## src/rtl/core/btd_pkg.sv

```systemverilog
// ----------------------------------------------------------------------------
// btd_pkg
// Shared widths, register map and fixed constants of the beat transient
// detector.
// ----------------------------------------------------------------------------
package btd_pkg;

    localparam int LEVEL_W    = 8;
    localparam int TIME_W     = 32;
    localparam int DIST_W     = 10;
    localparam int BASE_W     = 12;
    localparam int Q4_SHIFT   = 4;
    localparam int EMA_SHIFT  = 3;   // EMA divisor 8
    localparam int REFRACT_W  = 16;

    localparam int APB_ADDR_W = 4;
    localparam int APB_DATA_W = 32;

    // register index, taken from paddr[3:2]
    localparam logic [1:0] REG_LEVEL_FLOOR    = 2'd0;
    localparam logic [1:0] REG_MIN_RISE       = 2'd1;
    localparam logic [1:0] REG_MARGIN_DIVISOR = 2'd2;
    localparam logic [1:0] REG_REFRACTORY_MS  = 2'd3;

    localparam logic [LEVEL_W-1:0] MARGIN_DIVISOR_RST = 8'd1;

endpackage

```

## src/rtl/core/btd_if.sv

```systemverilog
// ----------------------------------------------------------------------------
// btd_if
// Valid/ready channels of the beat transient detector: frame in, result out.
// ----------------------------------------------------------------------------
interface btd_in_if;
    logic                         valid;
    logic                         ready;
    logic [btd_pkg::LEVEL_W-1:0]  level;
    logic [btd_pkg::TIME_W-1:0]   now_ms;

    modport source (output valid, output level, output now_ms, input ready);
    modport sink   (input valid, input level, input now_ms, output ready);
endinterface

interface btd_out_if;
    logic                               valid;
    logic                               ready;
    logic                               beat;
    logic signed [btd_pkg::DIST_W-1:0]  distance;

    modport source (output valid, output beat, output distance, input ready);
    modport sink   (input valid, input beat, input distance, output ready);
endinterface

```

## src/rtl/core/beat_transient_detector_unit.sv

```systemverilog
// ----------------------------------------------------------------------------
// beat_transient_detector_unit
// Per-frame onset detector: EMA baseline, adaptive threshold, refractory gate.
// ----------------------------------------------------------------------------
//  channel   dir  handshake       payload
//  i_in      in   valid/ready     level[7:0], now_ms[31:0]
//  o_out     out  valid/ready     beat, distance[9:0] signed
//  apb       in   psel/penable    paddr[3:0], pwdata -> 4 config registers
//
//  Each request passes through accept, 8 steps of the serial restoring
//  divider (baseline / margin_divisor, one quotient bit per cycle), and a final
//  step for threshold, beat and baseline update. The divider sets the rate.
//  Reset (synchronous, active low) resets config, sequencer and detector state.
//  A result waits in the output register; the next request is taken while it
//  waits, and only the final step stalls if the register is still full.
// ----------------------------------------------------------------------------
module beat_transient_detector_unit (
    input  logic                              i_clk,
    input  logic                              i_rst_n,
    btd_in_if.sink                            i_in,
    btd_out_if.source                         o_out,
    input  logic                              psel,
    input  logic                              penable,
    input  logic                              pwrite,
    input  logic [btd_pkg::APB_ADDR_W-1:0]    paddr,
    input  logic [btd_pkg::APB_DATA_W-1:0]    pwdata,
    output logic [btd_pkg::APB_DATA_W-1:0]    prdata,
    output logic                              pready
);

    typedef enum logic [1:0] {
        ST_IDLE,
        ST_DIV,
        ST_CALC
    } t_state;

    localparam int LW = btd_pkg::LEVEL_W;
    localparam int BW = btd_pkg::BASE_W;
    localparam int DW = btd_pkg::DIST_W;
    localparam int TW = btd_pkg::TIME_W;
    localparam int SW = BW + 2;   // signed baseline update width

    // configuration
    logic [LW-1:0]                  r_level_floor;
    logic [LW-1:0]                  r_min_rise;
    logic [LW-1:0]                  r_margin_divisor;
    logic [btd_pkg::REFRACT_W-1:0]  r_refractory_ms;

    // detector state
    logic [BW-1:0]                  r_baseline_q4;
    logic [LW-1:0]                  r_previous_level;
    logic [TW-1:0]                  r_last_beat_ms;

    // sequencer and datapath
    t_state                         r_state;
    logic [2:0]                     r_step;
    logic [LW-1:0]                  r_level;
    logic [TW-1:0]                  r_now_ms;
    logic [LW-1:0]                  r_rem;
    logic [LW-1:0]                  r_quo;
    logic [LW-1:0]                  r_div;

    logic                           r_out_valid;
    logic                           r_out_beat;
    logic signed [DW-1:0]           r_out_distance;

    // APB
    logic       cfg_wr;
    logic [1:0] cfg_idx;

    assign pready  = 1'b1;
    assign cfg_idx = paddr[3:2];
    assign cfg_wr  = psel && penable && pwrite;

    always_comb begin
        case (cfg_idx)
            btd_pkg::REG_LEVEL_FLOOR:    prdata = {24'd0, r_level_floor};
            btd_pkg::REG_MIN_RISE:       prdata = {24'd0, r_min_rise};
            btd_pkg::REG_MARGIN_DIVISOR: prdata = {24'd0, r_margin_divisor};
            btd_pkg::REG_REFRACTORY_MS:  prdata = {16'd0, r_refractory_ms};
            default:                     prdata = '0;
        endcase
    end

    always_ff @(posedge i_clk) begin
        if (!i_rst_n) begin
            r_level_floor    <= '0;
            r_min_rise       <= '0;
            r_margin_divisor <= btd_pkg::MARGIN_DIVISOR_RST;
            r_refractory_ms  <= '0;
        end else if (cfg_wr) begin
            case (cfg_idx)
                btd_pkg::REG_LEVEL_FLOOR:    r_level_floor    <= pwdata[LW-1:0];
                btd_pkg::REG_MIN_RISE:       r_min_rise       <= pwdata[LW-1:0];
                btd_pkg::REG_MARGIN_DIVISOR: r_margin_divisor <= pwdata[LW-1:0];
                btd_pkg::REG_REFRACTORY_MS:
                    r_refractory_ms <= pwdata[btd_pkg::REFRACT_W-1:0];
                default: ;
            endcase
        end
    end

    // ---------------- divider step ----------------
    logic [LW:0]   div_trial;
    logic [LW:0]   div_sh;
    logic [LW-1:0] n_rem;
    logic [LW-1:0] n_quo;

    always_comb begin
        div_sh    = {r_rem, r_quo[LW-1]};
        div_trial = div_sh - {1'b0, r_div};
        if (!div_trial[LW]) begin
            n_rem = div_trial[LW-1:0];
            n_quo = {r_quo[LW-2:0], 1'b1};
        end else begin
            n_rem = div_sh[LW-1:0];
            n_quo = {r_quo[LW-2:0], 1'b0};
        end
    end

    // ---------------- threshold, beat, baseline ----------------
    logic [LW-1:0]        base_int;
    logic [LW-1:0]        margin;
    logic [LW:0]          bar_base;
    logic [LW:0]          bar_prev;
    logic [LW:0]          bar;
    logic signed [DW-1:0] bar_dist;
    logic                 rising;
    logic [TW-1:0]        elapsed;
    logic                 blocked;
    logic                 fire;
    logic signed [SW-1:0] delta;
    logic signed [SW-1:0] delta_adj;
    logic signed [SW-1:0] ema_step;
    logic signed [SW-1:0] base_sum;
    logic [BW-1:0]        n_baseline;

    always_comb begin
        base_int = r_baseline_q4[BW-1:btd_pkg::Q4_SHIFT];
        margin   = (r_quo < r_min_rise) ? r_min_rise : r_quo;
        bar_base = {1'b0, base_int} + {1'b0, margin};
        bar_prev = {1'b0, r_previous_level} + {1'b0, margin};
        bar      = (bar_prev > bar_base) ? bar_prev : bar_base;
        if ({1'b0, r_level_floor} > bar) begin
            bar = {1'b0, r_level_floor};
        end
        bar_dist = $signed({2'b00, r_level}) - $signed({1'b0, bar});
        rising   = !bar_dist[DW-1] && (bar_dist != '0);
        elapsed  = r_now_ms - r_last_beat_ms;
        blocked  = elapsed < {16'd0, r_refractory_ms};
        fire     = rising && !blocked;

        // EMA /8 truncating toward zero
        delta     = $signed({2'b00, r_level, 4'b0000}) - $signed({2'b00, r_baseline_q4});
        delta_adj = delta[SW-1] ? (delta + SW'(7)) : delta;
        ema_step  = delta_adj >>> btd_pkg::EMA_SHIFT;
        base_sum  = $signed({2'b00, r_baseline_q4}) + ema_step;
        n_baseline = base_sum[SW-1] ? '0 : base_sum[BW-1:0];
    end

    // ---------------- sequencer ----------------
    logic out_free;

    assign out_free    = !r_out_valid || o_out.ready;
    assign i_in.ready  = (r_state == ST_IDLE);
    assign o_out.valid    = r_out_valid;
    assign o_out.beat     = r_out_beat;
    assign o_out.distance = r_out_distance;

    always_ff @(posedge i_clk) begin
        if (!i_rst_n) begin
            r_state          <= ST_IDLE;
            r_step           <= '0;
            r_out_valid      <= 1'b0;
            r_baseline_q4    <= '0;
            r_previous_level <= '0;
            r_last_beat_ms   <= '0;
        end else begin
            // in ST_CALC the output register is refilled below instead
            if (r_out_valid && o_out.ready && (r_state != ST_CALC)) begin
                r_out_valid <= 1'b0;
            end
            case (r_state)
                ST_IDLE: begin
                    if (i_in.valid) begin
                        r_level  <= i_in.level;
                        r_now_ms <= i_in.now_ms;
                        r_rem    <= '0;
                        r_quo    <= r_baseline_q4[BW-1:btd_pkg::Q4_SHIFT];
                        r_div    <= (r_margin_divisor == '0) ? LW'(1) : r_margin_divisor;
                        r_step   <= '0;
                        r_state  <= ST_DIV;
                    end
                end
                ST_DIV: begin
                    r_rem  <= n_rem;
                    r_quo  <= n_quo;
                    r_step <= r_step + 3'd1;
                    if (r_step == 3'd7) begin
                        r_state <= ST_CALC;
                    end
                end
                ST_CALC: begin
                    if (out_free) begin
                        r_out_valid      <= 1'b1;
                        r_out_beat       <= fire;
                        r_out_distance   <= bar_dist;
                        r_previous_level <= r_level;
                        r_baseline_q4    <= n_baseline;
                        if (fire) begin
                            r_last_beat_ms <= r_now_ms;
                        end
                        r_state <= ST_IDLE;
                    end
                end
                default: r_state <= ST_IDLE;
            endcase
        end
    end

endmodule
```

## src/flat_wrapper.sv

```systemverilog
// flat-port wrapper written by rule: the top's interface ports become plain ports
module beat_transient_detector_unit_flat 
  (i_clk, i_rst_n, psel, penable, pwrite, paddr, pwdata, prdata, pready, i_in_valid, i_in_level, i_in_now_ms, i_in_ready, o_out_valid, o_out_beat, o_out_distance, o_out_ready);
  btd_in_if i_in_i ();
  btd_out_if o_out_i ();
  input  logic i_clk;
  input  logic i_rst_n;
  input  logic psel;
  input  logic penable;
  input  logic pwrite;
  input  logic [btd_pkg::APB_ADDR_W-1:0] paddr;
  input  logic [btd_pkg::APB_DATA_W-1:0] pwdata;
  output logic [btd_pkg::APB_DATA_W-1:0] prdata;
  output logic pready;
  input wire logic [$bits(i_in_i.valid)-1:0] i_in_valid;
  input wire logic [$bits(i_in_i.level)-1:0] i_in_level;
  input wire logic [$bits(i_in_i.now_ms)-1:0] i_in_now_ms;
  output wire logic [$bits(i_in_i.ready)-1:0] i_in_ready;
  output wire logic [$bits(o_out_i.valid)-1:0] o_out_valid;
  output wire logic [$bits(o_out_i.beat)-1:0] o_out_beat;
  output wire logic [$bits(o_out_i.distance)-1:0] o_out_distance;
  input wire logic [$bits(o_out_i.ready)-1:0] o_out_ready;
  assign i_in_i.valid = i_in_valid;
  assign i_in_i.level = i_in_level;
  assign i_in_i.now_ms = i_in_now_ms;
  assign i_in_ready = i_in_i.ready;
  assign o_out_valid = o_out_i.valid;
  assign o_out_beat = o_out_i.beat;
  assign o_out_distance = o_out_i.distance;
  assign o_out_i.ready = o_out_ready;
  beat_transient_detector_unit u_core (.i_clk(i_clk), .i_rst_n(i_rst_n), .i_in(i_in_i), .o_out(o_out_i), .psel(psel), .penable(penable), .pwrite(pwrite), .paddr(paddr), .pwdata(pwdata), .prdata(prdata), .pready(pready));
endmodule
```

## config.mk

```make
export PLATFORM = sky130hd
export DESIGN_NAME = beat_transient_detector_unit_flat
export DESIGN_NICKNAME = d
export VERILOG_FILES = /design/src/rtl/core/btd_pkg.sv /design/src/rtl/core/btd_if.sv /design/src/rtl/core/beat_transient_detector_unit.sv /design/src/flat_wrapper.sv
export SDC_FILE = /design/constraint.sdc
export NUM_CORES = 1
export LEC_CHECK = 0
export BUFFER_PORTS_ARGS = -buffer_cell sky130_fd_sc_hd__buf_4
export CORE_AREA = 2 2 190 155
export DETAILED_ROUTE_END_ITERATION = 10
export DIE_AREA = 0 0 192 157
export SETUP_SLACK_MARGIN = 0.2
export SLEW_MARGIN = 10
export SYNTH_ARGS = -nofsm -noshare
export SYNTH_HDL_FRONTEND = slang
export SYNTH_SLANG_ARGS = --single-unit
```

## constraint.sdc

```tcl
create_clock -name i_clk -period 13.4 [get_ports i_clk]
set_clock_uncertainty 0.15 [all_clocks]
set_input_delay 0.67 -clock i_clk [delete_from_list [all_inputs] [get_ports i_clk]]
set_output_delay 0.67 -clock i_clk [all_outputs]
set_load 0.1 [all_outputs]
```

==> run summary <==
status -> complete, no violations
Resized cells post-CTS -> 0
Final HPWL DP -> 22900 um
CP Capture Type -> register
Post-route DRC -> 0
Synth area leader -> edfxtp_1
setup_tns -> 0 ns
total clock sinks -> 173
Tcrit/Tclk final -> 86.2%
largest net degree at the start of global routing -> 87
layout cells sized above 1 -> 14.0%
number of max-cap violations -> 0
Via density -> 5.33
post-CTS setup buffers -> 0
root buf cell -> clkbuf_16
VDD IR-drop max -> 0.0812 mV
Port-buffer cells -> 93
first-pass GRT wire length -> 48500 um
CTS tree -> yes
crit path DAT -> 11.69 ns
Worst Tran Pin Value -> 1.14 ns
vias post-DR -> 9647
Die Wd -> 192 um
maximum root-to-sink buffer count -> 2
ys flop type -> dfxtp_1
WL final -> 30500 um
Max Clk Rate -> 86.6 MHz
clock latency on the worst-skew pair -> 0.44 ns
critical path's slowest cell -> o221ai_1
drt wl/cell -> 16.8 um
CTS Buf Count -> 17
Leak Pwr -> 5.69 nW
Tmin final -> 11.55 ns
Total Die Area -> 30100 sq um
final antenna-violating net count -> 0
Fin. Hold Viols -> 0
number of global-route vias before repair -> 9143
hold crit path type -> in2reg
Cells after DPL -> 1777
sequential share of the synthesized area -> 33.6%
Critical Path Max Stage Delay -> 0.75 ns
Synth cell types -> 89
Synth top area share -> 18.0%
Post-synth ARST share -> 0%
H-Tree Depth -> 4
Area growth syn-to-layout -> 12.0%
Starting DRT DRC Count -> 614
synthesized area -> 12500 sq um
Placeable Area -> 28100 sq um
grt total ovfl -> 0
Post-synth EDFFs -> 75
total power -> 1.37 mW
Power Dens Cells -> 97.3 nW/um^2
Syn. warnings -> 0
Cells after Synth -> 1358
cell area after placement -> 13400 sq um
Top cell by count, worst path -> a21oi_1
gpl congestion -> 0.877
clock slew at reported path FFs -> 0.08 ns
DR pass1 iterations -> 5
Finished Layout Cells -> 1810
CP Data Required Time -> 13.54 ns
initial antenna violation count -> 1
WHS -> 0.250 ns
fin. max-slew vios -> 0
Worst slew margin -> 23.4%
hold buffer count at cts -> 0
Crit Path Class -> reg2reg
Area contributors post-synth -> edfxtp_1, dfxtp_1, ha_1
Commonest cells post-synth -> nand2_1, ha_1, inv_1, dfxtp_1, edfxtp_1
design area -> 14000 sq um
Ports -> 129
# setup viols final -> 0
synthesized area per cell -> 9.23 sq um
RSZ-0062 raised after global routing -> false
synthesized flop and latch total -> 173
all-layer global routing usage -> 20.6%
most common cell in the synthesized netlist -> nand2_1
CP Max Fanout -> 32
row count -> 55
die height -> 157 um
Initial Util -> 44.6%
Nets -> 1644
startpoint types -> register
fillcell total -> 2670
layer usage:
metal | up-vias | share of wire [%] | GRT usage, %
met1 | 4575 | 51 | 30.7
met5 | - | 0 | 0
li1 | 4844 | - | -
met4 | 0 | 1.4 | 5.23
met3 | 29 | 5.2 | 4.35
met2 | 199 | 42 | 30.2
cell type report:
cell class / count / area (sq um) / area share, %
clock buffer: 19 / 453 / 3.23
tap: 370 / 463 / 3.30
multi-input combinational: 1008 / 7540 / 53.7
clock inverter: 13 / 139 / 0.989
antenna: 1 / 2.50 / 0.0178
inverter: 125 / 469 / 3.34
sequential: 173 / 4210 / 30.0
timing repair buffer: 101 / 758 / 5.40
placed cells by master, fill, tap and decap left out, types with 7 or more instances in the layout:
cell       Yosys  routed
a21boi_1      11      11
nand2_1      173     173
conb_1         2      17
inv_1        123     123
o21ai_0       45      45
clkbuf_16      0      17
a21boi_0      28      28
mux2i_1       74      74
ha_1         129     129
buf_4         18     101
nand3_1       22      22
mux4_2         8       8
o21a_1        10      10
mux2_2        20      20
a21oi_1       68      68
edfxtp_1      75      75
nand2b_1      18      18
and3_1        13      12
nor2_1        57      57
o21bai_1       9       9
a21o_1        35      35
or2_2          7       7
dfxtp_1       98      98
nor2b_1       45      45
and2_1        12      12
xnor2_1       49      49
xor2_1        23      23
nor3_1        16      16
nand4_1       15      15
logic make-up (layout without fill, tap and decap cells):
kind of cell | after synthesis | after routing | synth area share (%)
xor gates and xnor gates | 73 | 73 | 5.16
DFF | 173 | 173 | 33.6
other | 2 | 18 | 0.0599
and+or+nand+nor | 396 | 396 | 15.3
muxes | 103 | 103 | 9.27
AOI/OAI and AO/OA | 284 | 284 | 16.1
buffers and inverters | 192 | 258 | 6.66
adders and majority gates | 135 | 135 | 13.8
final timing paths:
check,cells past startpoint,end,slack [ns],start
worst max-delay path,53,u_core.r_last_beat_ms[25],1.85,u_core.r_quo[1]
worst min-delay path,1,u_core.r_level[4],0.25,i_in_level[4]
worst max register to register,53,u_core.r_last_beat_ms[25],1.85,u_core.r_quo[1]
worst min register to register,2,u_core.r_last_beat_ms[14],0.31,u_core.r_last_beat_ms[14]
critical path, delay by kind of cell (launching register included):
family	cells	cell delay [ns]
mux	3	1.10
fa+ha+maj	6	1.81
buf+inv	5	0.77
xor+xnor	2	0.31
simple gates	14	1.59
flops	1	0.44
compound gates	23	5.14
report_power, final:
part | internal, mW | switching (mW) | total, mW
logic | 0.112 | 0.164 | 0.275
registers | 0.567 | 0.00889 | 0.576
clock network | 0.286 | 0.229 | 0.515
flip-flops by register name, summed over array words and instances, names as in the netlist:
signal,flops
u_core.r_step,3
u_core.r_refractory_ms,16
u_core.o_out.beat,1
u_core.o_out.distance,10
u_core.r_div,8
u_core.r_level,8
u_core.r_state,2
u_core.r_previous_level,8
u_core.r_last_beat_ms,32
u_core.r_level_floor,8
u_core.r_now_ms,32
u_core.r_min_rise,8
u_core.r_quo,8
u_core.r_baseline_q4,12
u_core.r_margin_divisor,8
u_core.o_out.valid,1
u_core.r_rem,8
stage by stage:
step           util [%]  setup slack, ns
2_1_floorplan         -             3.33
3_3_place_gp       47.9             2.16
3_5_place_dp       47.9             2.03
4_1_cts            50.0             1.95
5_1_grt            50.0            0.810
6_report           50.0             1.85
Note: power is estimated with default switching activity, not from simulation.
